==> src/design/s2cd_pkg.sv <==
package s2cd_pkg;

  // field widths
  localparam int SECS_W  = 31;
  localparam int DAYS_W  = 15;
  localparam int TOD_W   = 17;
  localparam int YEAR_W  = 11;

  typedef logic [DAYS_W-1:0] days_t;
  typedef logic [TOD_W-1:0]  tod_t;

  // seconds -> days: (secs >> 7) * DAY_RECIP >> DAY_SHIFT, exact for 24-bit operands
  localparam int SECS_PER_DAY = 86400;
  localparam int DAY_RECIP    = 25451659;
  localparam int DAY_SHIFT    = 34;

  // time of day: (tod >> 4) / 225 and (ms >> 2) / 15 by reciprocal
  localparam int SECS_PER_HOUR = 3600;
  localparam int SECS_PER_MIN  = 60;
  localparam int HOUR_RECIP    = 4661;
  localparam int HOUR_SHIFT    = 20;
  localparam int MIN_RECIP     = 1093;
  localparam int MIN_SHIFT     = 14;

  // date: days counted from 1968-01-01 split into four-year cycles
  localparam int CYCLE_BASE_YEAR = 1968;
  localparam int CYCLE_OFFSET    = 731;
  localparam int DAYS_PER_CYCLE  = 1461;
  localparam int CYCLE_RECIP     = 22967;
  localparam int CYCLE_SHIFT     = 25;
  localparam int EPOCH_WEEKDAY   = 4;

  // stages inside each of the time and date sections
  localparam int SECT_STAGES = 5;

  // day of year on which a 0-based month starts
  function automatic logic [8:0] month_start(input logic [3:0] m, input logic leap);
    logic [8:0] base;
    unique case (m)
      4'd0:    base = 9'd0;
      4'd1:    base = 9'd31;
      4'd2:    base = 9'd59;
      4'd3:    base = 9'd90;
      4'd4:    base = 9'd120;
      4'd5:    base = 9'd151;
      4'd6:    base = 9'd181;
      4'd7:    base = 9'd212;
      4'd8:    base = 9'd243;
      4'd9:    base = 9'd273;
      4'd10:   base = 9'd304;
      4'd11:   base = 9'd334;
      default: base = 9'd0;
    endcase
    if (leap && m >= 4'd2) base = base + 9'd1;
    return base;
  endfunction

endpackage

==> src/design/s2cd_tod.sv <==
module s2cd_tod import s2cd_pkg::*; (
  input  logic       clk,
  input  tod_t       tod,
  output logic [4:0] hour,
  output logic [5:0] minute,
  output logic [5:0] second
);

  logic [25:0] hour_prod;
  logic [20:0] min_prod;

  logic [4:0]  t3_hour;
  tod_t        t3_tod;
  logic [4:0]  t4_hour;
  logic [11:0] t4_ms;
  logic [4:0]  t5_hour;
  logic [5:0]  t5_min;
  logic [11:0] t5_ms;
  logic [4:0]  t6_hour;
  logic [5:0]  t6_min;
  logic [5:0]  t6_sec;

  assign hour_prod = 26'(tod[TOD_W-1:4]) * 26'(HOUR_RECIP);
  assign min_prod  = 21'(t4_ms[11:2]) * 21'(MIN_RECIP);

  // hour by reciprocal, then seconds within the hour, minute, second
  always_ff @(posedge clk) begin
    t3_hour <= hour_prod[HOUR_SHIFT+4:HOUR_SHIFT];
    t3_tod  <= tod;

    t4_hour <= t3_hour;
    t4_ms   <= 12'(t3_tod - TOD_W'(t3_hour) * TOD_W'(SECS_PER_HOUR));

    t5_hour <= t4_hour;
    t5_min  <= min_prod[MIN_SHIFT+5:MIN_SHIFT];
    t5_ms   <= t4_ms;

    t6_hour <= t5_hour;
    t6_min  <= t5_min;
    t6_sec  <= 6'(t5_ms - 12'(t5_min) * 12'(SECS_PER_MIN));

    hour    <= t6_hour;
    minute  <= t6_min;
    second  <= t6_sec;
  end

endmodule

==> src/design/s2cd_date.sv <==
module s2cd_date import s2cd_pkg::*; (
  input  logic              clk,
  input  days_t             days,
  output logic [YEAR_W-1:0] year,
  output logic [3:0]        month,
  output logic [4:0]        day_of_month,
  output logic [2:0]        weekday
);

  days_t       shifted;
  logic [29:0] cycle_prod;
  days_t       wd_sum_in;
  logic [5:0]  wd_fold1;
  logic [3:0]  wd_fold2;
  logic [2:0]  wd_next;
  logic [1:0]  yic;
  logic [8:0]  left_next;
  logic [3:0]  mon_cnt;

  logic [4:0]        d3_q4;
  days_t             d3_shifted;
  logic [2:0]        d3_wd;
  logic [4:0]        d4_q4;
  logic [10:0]       d4_r;
  logic [2:0]        d4_wd;
  logic [YEAR_W-1:0] d5_year;
  logic [8:0]        d5_left;
  logic              d5_leap;
  logic [2:0]        d5_wd;
  logic [YEAR_W-1:0] d6_year;
  logic [8:0]        d6_left;
  logic              d6_leap;
  logic [3:0]        d6_mon;
  logic [2:0]        d6_wd;

  // cycle count by reciprocal
  assign shifted    = DAYS_W'(days + DAYS_W'(CYCLE_OFFSET));
  assign cycle_prod = 30'(shifted) * 30'(CYCLE_RECIP);

  // weekday: 8 is 1 mod 7, so fold octal digits twice and correct once
  always_comb begin
    wd_sum_in = DAYS_W'(days + DAYS_W'(EPOCH_WEEKDAY));
    wd_fold1  = 6'(wd_sum_in[2:0]) + 6'(wd_sum_in[5:3]) + 6'(wd_sum_in[8:6])
              + 6'(wd_sum_in[11:9]) + 6'(wd_sum_in[14:12]);
    wd_fold2  = 4'(wd_fold1[2:0]) + 4'(wd_fold1[5:3]);
    wd_next   = (wd_fold2 >= 4'd7) ? 3'(wd_fold2 - 4'd7) : wd_fold2[2:0];
  end

  // year within the cycle; the cycle opens with a leap year
  always_comb begin
    priority if (d4_r < 11'd366) begin
      yic       = 2'd0;
      left_next = 9'(d4_r);
    end else if (d4_r < 11'd731) begin
      yic       = 2'd1;
      left_next = 9'(d4_r - 11'd366);
    end else if (d4_r < 11'd1096) begin
      yic       = 2'd2;
      left_next = 9'(d4_r - 11'd731);
    end else begin
      yic       = 2'd3;
      left_next = 9'(d4_r - 11'd1096);
    end
  end

  // month: number of later month starts already reached
  always_comb begin
    mon_cnt = '0;
    for (int k = 1; k < 12; k++) begin
      if (d5_left >= month_start(4'(k), d5_leap)) mon_cnt = mon_cnt + 4'd1;
    end
  end

  always_ff @(posedge clk) begin
    d3_q4      <= cycle_prod[CYCLE_SHIFT+4:CYCLE_SHIFT];
    d3_shifted <= shifted;
    d3_wd      <= wd_next;

    d4_q4      <= d3_q4;
    d4_r       <= 11'(d3_shifted - DAYS_W'(d3_q4) * DAYS_W'(DAYS_PER_CYCLE));
    d4_wd      <= d3_wd;

    d5_year    <= YEAR_W'(CYCLE_BASE_YEAR) + YEAR_W'({d4_q4, 2'b00}) + YEAR_W'(yic);
    d5_left    <= left_next;
    d5_leap    <= (yic == 2'd0);
    d5_wd      <= d4_wd;

    d6_year    <= d5_year;
    d6_left    <= d5_left;
    d6_leap    <= d5_leap;
    d6_mon     <= mon_cnt;
    d6_wd      <= d5_wd;

    year         <= d6_year;
    month        <= d6_mon + 4'd1;
    day_of_month <= 5'(d6_left - month_start(d6_mon, d6_leap) + 9'd1);
    weekday      <= d6_wd;
  end

endmodule

==> src/design/seconds_to_calendar_date.sv <==
// Channel  Handshake              Ports
// input    start & !busy          epoch_seconds
// result   done (one cycle)       hour minute second year month day_of_month weekday
//
// One word enters per cycle while busy is low; its result shows on done once it
// has passed the pipeline: two stages for the day split, then five in the
// parallel time-of-day and date sections.
// rst is synchronous; it clears the valid chain and holds busy high for one
// cycle after it. The receiver cannot stall, so nothing ever backs up.
module seconds_to_calendar_date import s2cd_pkg::*; (
  input  logic              clk,
  input  logic              rst,
  input  logic              start,
  input  logic [SECS_W-1:0] epoch_seconds,
  output logic              busy,
  output logic              done,
  output logic [4:0]        hour,
  output logic [5:0]        minute,
  output logic [5:0]        second,
  output logic [YEAR_W-1:0] year,
  output logic [3:0]        month,
  output logic [4:0]        day_of_month,
  output logic [2:0]        weekday
);

  localparam int LAT = SECT_STAGES + 2;

  logic              accept;
  logic [LAT-1:0]    vld;
  logic [48:0]       s1_prod;
  logic [SECS_W-1:0] s1_secs;
  days_t             s1_days;
  days_t             s2_days;
  tod_t              s2_tod;

  assign accept  = start && !busy;
  assign done    = vld[LAT-1];
  assign s1_days = s1_prod[DAY_SHIFT+DAYS_W-1:DAY_SHIFT];

  // valid chain and reset guard
  always_ff @(posedge clk) begin
    if (rst) begin
      vld  <= '0;
      busy <= 1'b1;
    end else begin
      vld  <= {vld[LAT-2:0], accept};
      busy <= 1'b0;
    end
  end

  // days by reciprocal of 86400 / 128, then seconds within the day
  always_ff @(posedge clk) begin
    s1_prod <= 49'(epoch_seconds[SECS_W-1:7]) * 49'(DAY_RECIP);
    s1_secs <= epoch_seconds;
    s2_days <= s1_days;
    s2_tod  <= TOD_W'(s1_secs - SECS_W'(s1_days) * SECS_W'(SECS_PER_DAY));
  end

  s2cd_tod u_tod (
    .clk    (clk),
    .tod    (s2_tod),
    .hour   (hour),
    .minute (minute),
    .second (second)
  );

  s2cd_date u_date (
    .clk          (clk),
    .days         (s2_days),
    .year         (year),
    .month        (month),
    .day_of_month (day_of_month),
    .weekday      (weekday)
  );

  // every result traces back to an accepted input word
  a_done_src: assert property (@(posedge clk) disable iff (rst)
    done |-> $past(accept, LAT))
    else $error("result without a matching input word");

  a_time_range: assert property (@(posedge clk) disable iff (rst)
    done |-> (hour <= 5'd23 && minute <= 6'd59 && second <= 6'd59))
    else $error("time of day out of range");

  a_date_range: assert property (@(posedge clk) disable iff (rst)
    done |-> (month >= 4'd1 && month <= 4'd12 && day_of_month >= 5'd1
              && weekday <= 3'd6 && year >= 11'd1970 && year <= 11'd2038))
    else $error("date out of range");

endmodule
==> config.mk <==
export PLATFORM = sky130hd
export DESIGN_NAME = seconds_to_calendar_date
export DESIGN_NICKNAME = d
export VERILOG_FILES = /design/src/design/s2cd_pkg.sv /design/src/design/s2cd_tod.sv /design/src/design/s2cd_date.sv /design/src/design/seconds_to_calendar_date.sv
export SDC_FILE = /design/constraint.sdc
export NUM_CORES = 1
export LEC_CHECK = 0
export BUFFER_PORTS_ARGS = -buffer_cell sky130_fd_sc_hd__buf_2
export CAP_MARGIN = 20
export CORE_MARGIN = 1
export CORE_UTILIZATION = 40
export DETAILED_ROUTE_END_ITERATION = 6
export GPL_TIMING_DRIVEN = 0
export HOLD_SLACK_MARGIN = 0.02
export MAX_ROUTING_LAYER = met4
export PLACE_DENSITY_LB_ADDON = 0.2
export SLEW_MARGIN = 20
export SYNTH_ARGS = -nofsm -noshare
export SYNTH_HDL_FRONTEND = slang
export SYNTH_SLANG_ARGS = --single-unit
==> constraint.sdc <==
create_clock -name clk -period 10.3 [get_ports clk]
set_clock_uncertainty 0.05 [all_clocks]
set_input_delay 3.09 -clock clk [delete_from_list [all_inputs] [get_ports clk]]
set_output_delay 3.09 -clock clk [all_outputs]
set_load 0.1 [all_outputs]
==> qor.csv <==
metric,value,unit
status,finished clean,
largest cells by area after synthesis,"ha_1 (30%), fa_1 (24%), dfxtp_1 (20%), inv_1 (9.7%), xnor2_1 (3.5%)",
achievable frequency,110,MHz
RSZ-0062 raised after global routing,no,
detailed placement HPWL,44600,µm
Slew Limit Fails,0,
Worst path slowest cell,fa_1,
CP top delay family,adder cells,
post-layout util,44.3,%
Slew HR,28.2,%
share of layout cells above drive strength 1,6.66,%
Finish-stage setup viols,0,
wl on met1,23700,µm
GRT Resource Usage Total,16.5,%
register area share after synthesis,19.5,%
Final #Nets,3723,
CTS tree,yes,
post-CTS setup buffers,0,
GRT Residual Overflow,0,
first-pass GRT wire length,91000,µm
CP Class,in -> reg,
vias per inst,4.62,
Tmin final,9.09,ns
count of cell types in the netlist,84,
Worst path most repeated cell,inv_1,
vias in the first global route,18500,
crit start category,input pin,
Max Used Layer,met4,
Avg WL per Cell,14.4,µm
core area,67200,µm²
RD Place Congestion,0.863,
Via Count,16700,
final WL,52100,µm
diode count,0,
clk buf depth,3,
area grow syn2layout,9.43,%
largest net degree at the start of global routing,15,
number of synthesized flops with an enable pin,0,
starting density of the core,40.5,%
syn avg cell area,10.4,µm²
worst-skew pair later-pin latency,0.56,ns
number of buffers created by CTS,29,
Worst setup startpoint,epoch_seconds[14],
met2 WL post-DR,26300,µm
"Max FO, Critical Path",9,
clock root buffer,clkbuf_16,
CP required,10.73,ns
Least-Margin Pin Slew,1.07,ns
Mapped Nets,3617,
met3 wire len,1300,µm
layout filler cell count,6422,
largest area contributor in the netlist,ha_1,
Synth Register Bits,265,
Post-Synthesis Cells,2607,
CP bufs+invs,9,
crit end category,flop,
"Cell Area, Synth",27200,µm²
PortBufs,75,
period utilisation layout,88.2,%
Critical Path Max Stage Delay,0.55,ns
die footprint,69000,µm²
total negative slack,0,ns
arrival time worst endpoint,9.52,ns
num rows,95,
hold_buf cts,0,
clock tree sinks,265,
clock slew at reported path FFs,0.06,ns
Async SR Flop Fraction,0,%
top-count cell post-synth,inv_1,
MaxCap Viol Count,0,
# DRC,0,
antenna violations before repair,0,
# H-tree levels,1,
ys flop type,dfxtp_1,
WHS,0.272,ns
hold crit path type,reg -> reg,
commonest cells in the netlist,"inv_1 (703), ha_1 (651), fa_1 (325)",
die width,263,µm
DIE HEIGHT,263,µm
hold path startpoint,u_date.d5_year[4],
I/O pin cnt,76,
footprint of the multi-input gates,19200,µm²
Hold Fails Final Rpt,0,
DRT antenna net count,0,
Synth top area share,30.0,%
cts repair resizes,0,
drt first-iter violations,529,
reg-to-reg critical path startpoint,s2_days[0],
Ys Warns,0,
register area,5310,µm²
DR pass1 iterations,4,
[worst paths after layout]
check | end | slack (ns) | cells past startpoint
setup reg to reg | u_date.d3_q4[4] | 1.69 | 32
setup / recovery | s1_prod[48] | 1.21 | 26
hold reg to reg | u_date.d6_year[4] | 0.27 | 0
hold / removal | u_date.d6_year[4] | 0.27 | 0
[area by class of cell]
| class | instances | share of cell area, % |
|---|---|---|
| buffer | 18 | 0.358 |
| clock buffer | 34 | 2.64 |
| clock inverter | 17 | 0.917 |
| inverter | 704 | 8.89 |
| multi-input combinational | 1620 | 64.4 |
| sequential | 265 | 17.8 |
| tap | 873 | 3.67 |
| timing repair buffer | 75 | 1.26 |
[metrics by stage]
| step | instance area (µm²) | cells | setup WS (ns) |
|---|---|---|---|
| 3_3_place_gp | 28600 | 3555 | 0.683 |
| 2_1_floorplan | 27200 | 2607 | 1.68 |
| 6_report | 29700 | 3606 | 1.21 |
| 3_5_place_dp | 28700 | 3555 | 0.562 |
| 4_1_cts | 29700 | 3606 | 1.15 |
| 5_1_grt | 29700 | 3606 | 0.871 |
[cells by family after synthesis]
kind of cell,synth area share [%]
fa+ha+maj,53.9
mux,0.668
xor+xnor,5.75
buf+inv,10.1
flops,19.5
compound gates,5.88
simple gates,4.14
[routing by layer]
metal,global-route usage (%),up-vias
met3,1.40,51
met5,-,-
met4,2.85,0
met2,29.9,148
li1,-,8423
met1,20.0,8028
[worst reg2reg max path, delay by kind of cell (launching register included)]
family / cells / cell delay, ns
adder cells (fa/ha/maj): 8 / 3.77
AND/OR/NAND/NOR: 3 / 0.46
AO/OA/AOI/OAI: 11 / 2.49
buffers and inverters: 8 / 0.93
XOR/XNOR: 2 / 0.49
flip-flops: 1 / 0.36
[layout by cell type (no fill, tap or decap), types with 4 or more instances in the layout]
cell type,instances
nand3_1,17
nor2b_1,21
xnor2_2,7
nor2_1,48
or2_2,4
a21oi_1,83
clkbuf_8,5
o21a_1,9
o21bai_1,11
nand4_1,12
fa_1,325
bufinv_16,7
a211o_1,4
dfxtp_1,265
a21o_1,37
nand2_1,58
clkinv_2,6
o41ai_1,5
buf_2,77
xnor2_1,105
xor2_1,46
o21ai_0,40
a31o_2,5
a211oi_1,5
clkbuf_1,11
and2_1,4
a31oi_1,5
nor3_1,11
and3_1,7
nor3b_1,4
mux2_2,5
nand2b_1,12
mux2i_1,8
inv_1,703
clkbuf_16,29
ha_1,651
[registers in the layout, summed over array words and instances, names as in the netlist, 7 cells and up, named ones only]
signal	cells
s1_prod	15
s1_secs	17
s2_days	15
s2_tod	17
u_date.d3_shifted	11
u_date.d4_r	11
u_date.d5_left	9
u_date.d5_year	9
u_date.d6_year	9
u_date.year	9
u_tod.t3_tod	12
u_tod.t4_ms	12
vld	7
Power is not shown: default switching activity piles up to over one toggle a cycle in this logic, so the estimate is an artifact.
